===== src/rtl/key_debounce_long_press_core_assert.svh =====
// Assertion macros shared by the key debounce RTL.
`ifndef KEY_DEBOUNCE_LONG_PRESS_CORE_ASSERT_SVH
`define KEY_DEBOUNCE_LONG_PRESS_CORE_ASSERT_SVH

// Same-cycle implication, sampled on clk_i, off while rst_ni is low.
`define KDLP_ASSERT_NOW(label, ante, cons, msg) \
  label: assert property (@(posedge clk_i) disable iff (!rst_ni) (ante) |-> (cons)) \
    else $error(msg);

// Next-cycle implication, sampled on clk_i, off while rst_ni is low.
`define KDLP_ASSERT_NEXT(label, ante, cons, msg) \
  label: assert property (@(posedge clk_i) disable iff (!rst_ni) (ante) |=> (cons)) \
    else $error(msg);

`endif


===== src/rtl/kdlp_pkg.sv =====
// Shared types and widths for the key debounce core.
package kdlp_pkg;

  localparam int unsigned KeyW   = 4;
  localparam int unsigned EventW = 6;

  typedef struct packed {
    logic        long_enable;
    logic [7:0]  press_confirm_count;
    logic [7:0]  short_release_count;
    logic [15:0] long_hold_count;
    logic [7:0]  long_release_count;
  } cfg_t;

  typedef struct packed {
    logic            busy;
    logic [KeyW-1:0] held_key;
  } stat_t;

endpackage


===== src/rtl/kdlp_fsm.sv =====
// Key scan and debounce phase machine, one step per accepted sample.
module kdlp_fsm #(
  parameter int unsigned KEY_COUNT = 8
) (
  input  logic                        clk_i,
  input  logic                        rst_ni,
  input  kdlp_pkg::cfg_t              cfg_i,
  input  logic                        step_i,
  input  logic [7:0]                  pins_i,
  output logic [kdlp_pkg::EventW-1:0] event_o,
  output kdlp_pkg::stat_t             stat_o
);

  typedef enum logic [1:0] {
    PH_IDLE  = 2'd0,
    PH_CHECK = 2'd1,
    PH_HELD  = 2'd2,
    PH_LONG  = 2'd3
  } phase_e;

  localparam logic [2:0] EvNone     = 3'd0;
  localparam logic [2:0] EvPress    = 3'd1;
  localparam logic [2:0] EvLong     = 3'd2;
  localparam logic [2:0] EvShortRel = 3'd3;
  localparam logic [2:0] EvLongRel  = 3'd4;

  phase_e                    phase_q, phase_d;
  logic [kdlp_pkg::KeyW-1:0] held_key_q, held_key_d;
  logic [7:0]                sample_cnt_q, sample_cnt_d;
  logic [15:0]               hold_cnt_q, hold_cnt_d;

  logic [kdlp_pkg::KeyW-1:0] key;
  logic                      key_match;
  logic                      strict;
  logic [7:0]                sample_inc;
  logic [15:0]               hold_inc;
  logic [2:0]                ev_kind;
  logic [kdlp_pkg::EventW-1:0] ev_base;

  function automatic logic reached(input logic [7:0] cnt, input logic [7:0] lim,
                                   input logic strict_cmp);
    return strict_cmp ? (cnt > lim) : (cnt >= lim);
  endfunction

  // Lowest-numbered pressed key wins; pins are active low.
  always_comb begin
    key = '0;
    for (int i = KEY_COUNT - 1; i >= 0; i--) begin
      if (!pins_i[i]) begin
        key = kdlp_pkg::KeyW'(i + 1);
      end
    end
  end

  assign key_match  = (key == held_key_q);
  assign strict     = cfg_i.long_enable;
  assign sample_inc = (sample_cnt_q == 8'hFF) ? sample_cnt_q : sample_cnt_q + 8'd1;
  assign hold_inc   = (hold_cnt_q == 16'hFFFF) ? hold_cnt_q : hold_cnt_q + 16'd1;

  always_comb begin
    phase_d      = phase_q;
    held_key_d   = held_key_q;
    sample_cnt_d = sample_cnt_q;
    hold_cnt_d   = hold_cnt_q;
    ev_kind      = EvNone;
    case (phase_q)
      PH_IDLE: begin
        if (key != '0) begin
          sample_cnt_d = '0;
          held_key_d   = key;
          phase_d      = PH_CHECK;
        end
      end
      PH_CHECK: begin
        if (!key_match) begin
          phase_d = PH_IDLE;
        end else begin
          sample_cnt_d = sample_inc;
          if (reached(sample_inc, cfg_i.press_confirm_count, strict)) begin
            sample_cnt_d = '0;
            hold_cnt_d   = '0;
            phase_d      = PH_HELD;
            ev_kind      = EvPress;
          end
        end
      end
      PH_HELD: begin
        if (strict) begin
          hold_cnt_d = hold_inc;
        end
        // A long press takes priority over any release in the same sample.
        if (strict && (hold_inc > cfg_i.long_hold_count)) begin
          sample_cnt_d = '0;
          phase_d      = PH_LONG;
          ev_kind      = EvLong;
        end else if (!key_match) begin
          sample_cnt_d = sample_inc;
          if (reached(sample_inc, cfg_i.short_release_count, strict)) begin
            phase_d = PH_IDLE;
            ev_kind = EvShortRel;
          end
        end else begin
          sample_cnt_d = '0;
        end
      end
      PH_LONG: begin
        if (!key_match) begin
          sample_cnt_d = sample_inc;
          if (sample_inc > cfg_i.long_release_count) begin
            phase_d = PH_IDLE;
            ev_kind = EvLongRel;
          end
        end else begin
          sample_cnt_d = '0;
        end
      end
      default: begin
        phase_d = PH_IDLE;
      end
    endcase
  end

  assign ev_base = {1'b0, held_key_q[2:0] - 3'd1, 2'b00};
  assign event_o = (ev_kind == EvNone) ? '0 : ev_base + {3'b000, ev_kind};

  always_ff @(posedge clk_i or negedge rst_ni) begin
    if (!rst_ni) begin
      phase_q      <= PH_IDLE;
      held_key_q   <= '0;
      sample_cnt_q <= '0;
      hold_cnt_q   <= '0;
    end else if (step_i) begin
      phase_q      <= phase_d;
      held_key_q   <= held_key_d;
      sample_cnt_q <= sample_cnt_d;
      hold_cnt_q   <= hold_cnt_d;
    end
  end

  assign stat_o.busy     = (phase_q != PH_IDLE);
  assign stat_o.held_key = held_key_q;

endmodule


===== src/rtl/key_debounce_long_press_core.sv =====
// Top level: APB registers, sample stream in, key event stream out.
//
//   channel   dir  handshake                  payload
//   s_axis    in   s_axis_tvalid/tready       tdata[7:0]  key_pins
//   m_axis    out  m_axis_tvalid/tready       tdata[5:0]  key_event
//   apb       in   psel/penable/pready        paddr[4:2]  register index
//
// Each sample is stepped through the phase machine at the accepting edge, and
// its event sits in the output register the cycle after.
// One sample per cycle is sustained while the output is drained.
// A stalled output blocks input only when its register is full and not taken.
// Reset returns the machine to idle and loads the register defaults.
module key_debounce_long_press_core #(
  parameter int unsigned KEY_COUNT = 8
) (
  input  logic        clk_i,
  input  logic        rst_ni,
  // APB configuration
  input  logic        psel,
  input  logic        penable,
  input  logic        pwrite,
  input  logic [4:0]  paddr,
  input  logic [31:0] pwdata,
  output logic [31:0] prdata,
  output logic        pready,
  // Sample stream
  input  logic        s_axis_tvalid,
  output logic        s_axis_tready,
  input  logic [7:0]  s_axis_tdata,   // [7:0] key_pins
  // Event stream
  output logic        m_axis_tvalid,
  input  logic        m_axis_tready,
  output logic [7:0]  m_axis_tdata    // [5:0] key_event, [7:6] zero
);

  localparam logic [2:0] RegLongEnable   = 3'd0;
  localparam logic [2:0] RegPressConfirm = 3'd1;
  localparam logic [2:0] RegShortRelease = 3'd2;
  localparam logic [2:0] RegLongHold     = 3'd3;
  localparam logic [2:0] RegLongRelease  = 3'd4;

  kdlp_pkg::cfg_t              cfg_q;
  kdlp_pkg::stat_t             stat;
  logic [kdlp_pkg::EventW-1:0] event_d, event_q;
  logic                        out_valid_q;
  logic                        in_fire;
  logic                        cfg_wr;
  logic [2:0]                  reg_idx;
  logic                        held_key_ok;
  logic                        event_key_ok;

  assign pready  = 1'b1;
  assign reg_idx = paddr[4:2];
  assign cfg_wr  = psel & penable & pwrite;

  always_ff @(posedge clk_i or negedge rst_ni) begin
    if (!rst_ni) begin
      cfg_q.long_enable         <= 1'b1;
      cfg_q.press_confirm_count <= 8'd3;
      cfg_q.short_release_count <= 8'd3;
      cfg_q.long_hold_count     <= 16'd250;
      cfg_q.long_release_count  <= 8'd3;
    end else if (cfg_wr) begin
      case (reg_idx)
        RegLongEnable:   cfg_q.long_enable         <= pwdata[0];
        RegPressConfirm: cfg_q.press_confirm_count <= pwdata[7:0];
        RegShortRelease: cfg_q.short_release_count <= pwdata[7:0];
        RegLongHold:     cfg_q.long_hold_count     <= pwdata[15:0];
        RegLongRelease:  cfg_q.long_release_count  <= pwdata[7:0];
        default: ;
      endcase
    end
  end

  always_comb begin
    case (reg_idx)
      RegLongEnable:   prdata = {31'd0, cfg_q.long_enable};
      RegPressConfirm: prdata = {24'd0, cfg_q.press_confirm_count};
      RegShortRelease: prdata = {24'd0, cfg_q.short_release_count};
      RegLongHold:     prdata = {16'd0, cfg_q.long_hold_count};
      RegLongRelease:  prdata = {24'd0, cfg_q.long_release_count};
      default:         prdata = '0;
    endcase
  end

  // Accept whenever the output register is empty or drains this cycle.
  assign s_axis_tready = !out_valid_q || m_axis_tready;
  assign in_fire       = s_axis_tvalid && s_axis_tready;

  kdlp_fsm #(
    .KEY_COUNT(KEY_COUNT)
  ) u_fsm (
    .clk_i  (clk_i),
    .rst_ni (rst_ni),
    .cfg_i  (cfg_q),
    .step_i (in_fire),
    .pins_i (s_axis_tdata),
    .event_o(event_d),
    .stat_o (stat)
  );

  always_ff @(posedge clk_i or negedge rst_ni) begin
    if (!rst_ni) begin
      out_valid_q <= 1'b0;
    end else if (in_fire) begin
      out_valid_q <= 1'b1;
    end else if (m_axis_tready) begin
      out_valid_q <= 1'b0;
    end
  end

  always_ff @(posedge clk_i) begin
    if (in_fire) begin
      event_q <= event_d;
    end
  end

  assign m_axis_tvalid = out_valid_q;
  assign m_axis_tdata  = {2'b00, event_q};

  assign held_key_ok  = (stat.held_key != '0) && (stat.held_key <= kdlp_pkg::KeyW'(KEY_COUNT));
  assign event_key_ok = (event_q == '0) || (((event_q - 6'd1) >> 2) < 6'(KEY_COUNT));

`include "key_debounce_long_press_core_assert.svh"

  `KDLP_ASSERT_NEXT(a_fire_fills_out, in_fire, m_axis_tvalid, "accepted sample left no event")
  `KDLP_ASSERT_NOW(a_stall_only_full, !s_axis_tready, out_valid_q, "input stalled with empty output")
  `KDLP_ASSERT_NOW(a_held_key_range, stat.busy, held_key_ok, "held key out of range")
  `KDLP_ASSERT_NOW(a_event_key_range, m_axis_tvalid, event_key_ok, "event names a missing key")

endmodule

===== config.mk =====
export PLATFORM = sky130hd
export DESIGN_NAME = key_debounce_long_press_core
export DESIGN_NICKNAME = d
export VERILOG_FILES = /design/src/rtl/kdlp_pkg.sv /design/src/rtl/kdlp_fsm.sv /design/src/rtl/key_debounce_long_press_core.sv
export VERILOG_INCLUDE_DIRS = /design/src /design/src/rtl
export SDC_FILE = /design/constraint.sdc
export NUM_CORES = 1
export LEC_CHECK = 0
export ABC_AREA = 1
export BUFFER_PORTS_ARGS = -buffer_cell sky130_fd_sc_hd__buf_4
export CAP_MARGIN = 10
export CELL_PAD_IN_SITES_DETAIL_PLACEMENT = 1
export CELL_PAD_IN_SITES_GLOBAL_PLACEMENT = 2
export CORE_MARGIN = 2
export CORE_UTILIZATION = 33
export CTS_CLUSTER_SIZE = 25
export DETAILED_ROUTE_END_ITERATION = 7
export GPL_TIMING_DRIVEN = 0
export HOLD_SLACK_MARGIN = 0.02
export PLACE_DENSITY_LB_ADDON = 0.1
export SLEW_MARGIN = 5
export SYNTH_ARGS = -nofsm -noshare
export SYNTH_HDL_FRONTEND = slang
export SYNTH_SLANG_ARGS = --single-unit
export TNS_END_PERCENT = 50

===== constraint.sdc =====
create_clock -name clk_i -period 3.3 [get_ports clk_i]
set_input_delay 0.495 -clock clk_i [delete_from_list [all_inputs] [get_ports clk_i]]
set_output_delay 0.495 -clock clk_i [all_outputs]
set_load 0.03 [all_outputs]

==> results_dict.tcl <==
set metrics [dict create \
    finalSetupViolations 0 \
    finalWeightedCongestion 0.8398 \
    synth_sequential_area_ratio_pct 36.30 \
    dr_wl_met2_microns 8139 \
    initial_core_util_pct 33.43 \
    worst_skew_pair.late_latency_ns 0.35 \
    dp_hpwl_microns 12760 \
    die-area_sq_um 17730 \
    drv_cap 0 \
    stdcell_count 1062 \
    drt-met1-wl_microns 7980 \
    crit_end "event_q[3]" \
    fillers 1991 \
    synth_top_flop_cell "dfrtp_1" \
    routed_wl_microns 17050 \
    postRouteAntennaNets 0 \
    max_slew_margin_pct 33.79 \
    startpoint "u_fsm.hold_cnt_q[1]" \
    synthCells 725 \
    drive_gt1_share_pct 27.67 \
    cp.required_ns 3.39 \
    highest_layer "met4" \
    clock-root-buffer "clkbuf_16" \
    worstPathCellList "ha_4 -> nand2_4 -> nor3_4 -> nand3b_1 -> nor2_2 -> buf_4 -> nand2_1 -> o21ai_2 -> inv_1 -> ha_1 -> nand4_1 -> nor3_4 -> nand2_1 -> nand2_2 -> nand2_4 -> nand2_4 -> o21ai_4 -> nor2_4 -> nor2_1" \
    crit_family "simple AND/OR/NAND/NOR gates" \
    fin_nets 934 \
    tightest_slew_ns 0.9932 \
    die_w_microns 133.2 \
    clk_pin_slew_ns 0.07 \
    endpoint_kind "flop" \
    crit_path_frequent_cell "nand2_4" \
    status "complete, no violations" \
    die_y_microns 133.2 \
    routedWlPerCell_microns 16.05 \
    reg2regPathDepth 19 \
    crit_arrival_ns 3.28 \
    fmax_ghz 0.3140 \
    syn2layout_area_growth_pct 30.50 \
    timing.final.crit_share_pct 96.50 \
    leakage_nw 3.762 \
    max_stage_delay_ns 0.39 \
    p_per_area_nw_per_um2 554.6 \
    ys_warn_count 0 \
    rrSetupSlack_ns 0.12 \
    track_usage_pct 19.62 \
    port-buffer-count 57 \
    rsz0062_at_grt "true" \
    path_depth 19 \
    dp_cells 1019 \
    crit_buf_inv 2 \
    cts.sinks 78 \
    finalHoldViolations 0 \
    vias 5137 \
    async_flop_share_pct 92.31 \
    r2r_start "u_fsm.hold_cnt_q[1]" \
    routed_via_density 4.837 \
    dr.first_iter.drc_count 186 \
    synth.avg_cell_area_sq_um 7.593 \
    grt_pass1_vias 5318 \
    final_util_pct 43.63 \
    synth_seq_cells 78 \
    drv_slew 0 \
    ys_types 46 \
    htreeDepth 3 \
    dr.pass1.iters 4 \
    ios 95 \
    synth.cell_area_sq_um 5505 \
    grt_pass1_wl_microns 27520 \
    grt_remaining_overflow 0 \
    min_period_ns 3.185 \
    core_sq_um 16470 \
    cts_tree "built" \
    wl_met3_microns 597 \
    skew_ns 0.01139 \
    critPathLaunchType "flop" \
    drc 0 \
    hold_buffers 0 \
    rows 47 \
    clockBufferDepth 2 \
    cts_buffers 9 \
    grt_max_degree 73 \
    worstReg2RegEnd "event_q[3]" \
    n_antenna_cell 0 \
    critical_path_class "flop to flop" \
    peakVddDrop_v 0.0002659 \
    crit_fanout 5 \
    cp_slowest_cell "dfrtp_1" \
    min_path_type "input pin to asynchronous set/reset pin" \
    antenna_found_initial 0 \
    synth_edf_count 6 \
]
Yosys cell counts (all sizes together) (6+ instances only):
cell	n	area (sq um)
dfrtp	59	1476
a221o	7	70.07
inv	129	486.7
edfxtp	6	180.2
dfstp	13	341.6
nor2	59	250.2
nor3	16	95.09
o22ai	12	106.4
a21oi	34	181.4
ha	45	563.0
o21ai	62	332.8
nand4	10	62.56
buf	20	153.9
nand3	34	200.2
xor2	14	122.6
nand2	176	694.4
clkbuf	7	26.28
worst min path at each step:
| stage | cells after the start | end | slack, ns | startpoint |
|---|---|---|---|---|
| 2_1_floorplan | 0 | cfg_q[10] | 0.20 | rst_ni |
| 3_3_place_gp | 2 | u_fsm.sample_cnt_q[6] | 0.47 | u_fsm.sample_cnt_q[6] |
| 3_5_place_dp | 2 | u_fsm.sample_cnt_q[6] | 0.47 | u_fsm.sample_cnt_q[6] |
| 4_1_cts | 1 | u_fsm.sample_cnt_q[6] | 0.36 | rst_ni |
| 5_1_grt | 1 | u_fsm.sample_cnt_q[7] | 0.39 | rst_ni |
| 6_report | 1 | u_fsm.sample_cnt_q[7] | 0.31 | rst_ni |
cell families after synthesis:
kind of cell / count (synthesis) / share of synthesized area, %
AOI/OAI and AO/OA: 125 / 14.05
xor gates and xnor gates: 16 / 2.546
adders and majority gates: 45 / 10.23
buffers and inverters: 156 / 12.11
DFF: 78 / 36.30
other: 2 / 0.1364
and+or+nand+nor: 303 / 24.64
state kept, by name, indices dropped and copies added (netlist names):
register / flops
cfg_q: 41
u_fsm.hold_cnt_q: 16
event_q: 6
u_fsm.held_key_q: 4
u_fsm.sample_cnt_q: 8
m_axis_tvalid: 1
u_fsm.phase_q: 2
cells in the final DEF, fill, tap and decap left out, drive strengths merged, types with 3 or more instances in the layout:
cell type and n:
a221o 7, nor3 16, buf 104, nand3 34
ha 45, dfstp 13, o22ai 12, o21bai 3
a21oi 34, nor2 59, xor2 14, edfxtp 6
nand4 10, dfrtp 59, clkbuf 16, conb 19
o21ai 62, o21a 4, nand2 176, inv 132
area by class of cell:
type                            count  area, sq um  area share [%]
Buffer                             27        183.9           2.560
Clock buffer                        9        225.2           3.135
Clock inverter                      7        80.08           1.115
Inverter                          129        489.2           6.809
Multi-Input combinational cell    508         3284           45.72
Sequential cell                    78         2003           27.88
Tap cell                          220        275.3           3.831
Timing Repair Buffer               84        643.1           8.952
power by group:
part	switching [mW]	internal, mW
sequential	0.143	1.17
clock	0.466	0.597
combinational	1.05	0.565
total	1.65	2.33
worst reg2reg max path, cell delays in order (launching register included):
cell and delay, ns:
dfrtp_1 0.39, ha_4 0.17, nand2_4 0.06, nor3_4 0.16, nand3b_1 0.16, nor2_2 0.14
buf_4 0.12, nand2_1 0.05, o21ai_2 0.17, inv_1 0.06, ha_1 0.29, nand4_1 0.21
nor3_4 0.29, nand2_1 0.09, nand2_2 0.11, nand2_4 0.08, nand2_4 0.07, o21ai_4 0.07
nor2_4 0.15, nor2_1 0.06
stage by stage:
| stage | total power [mW] | area [sq um] | setup WS, ns | setup TNS, ns | hold slack (ns) |
|---|---|---|---|---|---|
| after floorplan | 2.342 | 5569 | 0.3830 | 0 | 0.1994 |
| after global placement | 2.710 | 6272 | -0.4570 | -9.114 | 0.4703 |
| after detailed placement | 2.781 | 6272 | -0.4498 | -9.053 | 0.4704 |
| after CTS | 3.899 | 6774 | -0.02361 | -0.04261 | 0.3613 |
| after global routing | 4.283 | 7184 | -0.07147 | -0.4294 | 0.3886 |
| final | 3.985 | 7184 | 0.1155 | 0 | 0.3091 |
what timing repair did:
| item | CTS | global route |
|---|---|---|
| setup buffers | 12 | 15 |
| endpoints found under the setup margin | 32 | 32 |
| pin swaps | 11 | 28 |
| gates resized for setup | 28 | 67 |
layer usage:
| layer | global-route usage (%) | vias to the layer above |
|---|---|---|
| li1 | - | 2534 |
| met1 | 25.95 | 2502 |
| met2 | 32.70 | 81 |
| met3 | 3.577 | 20 |
| met4 | 6.265 | 0 |
| met5 | 0 | - |
Note: power is estimated with default switching activity, not from simulation.
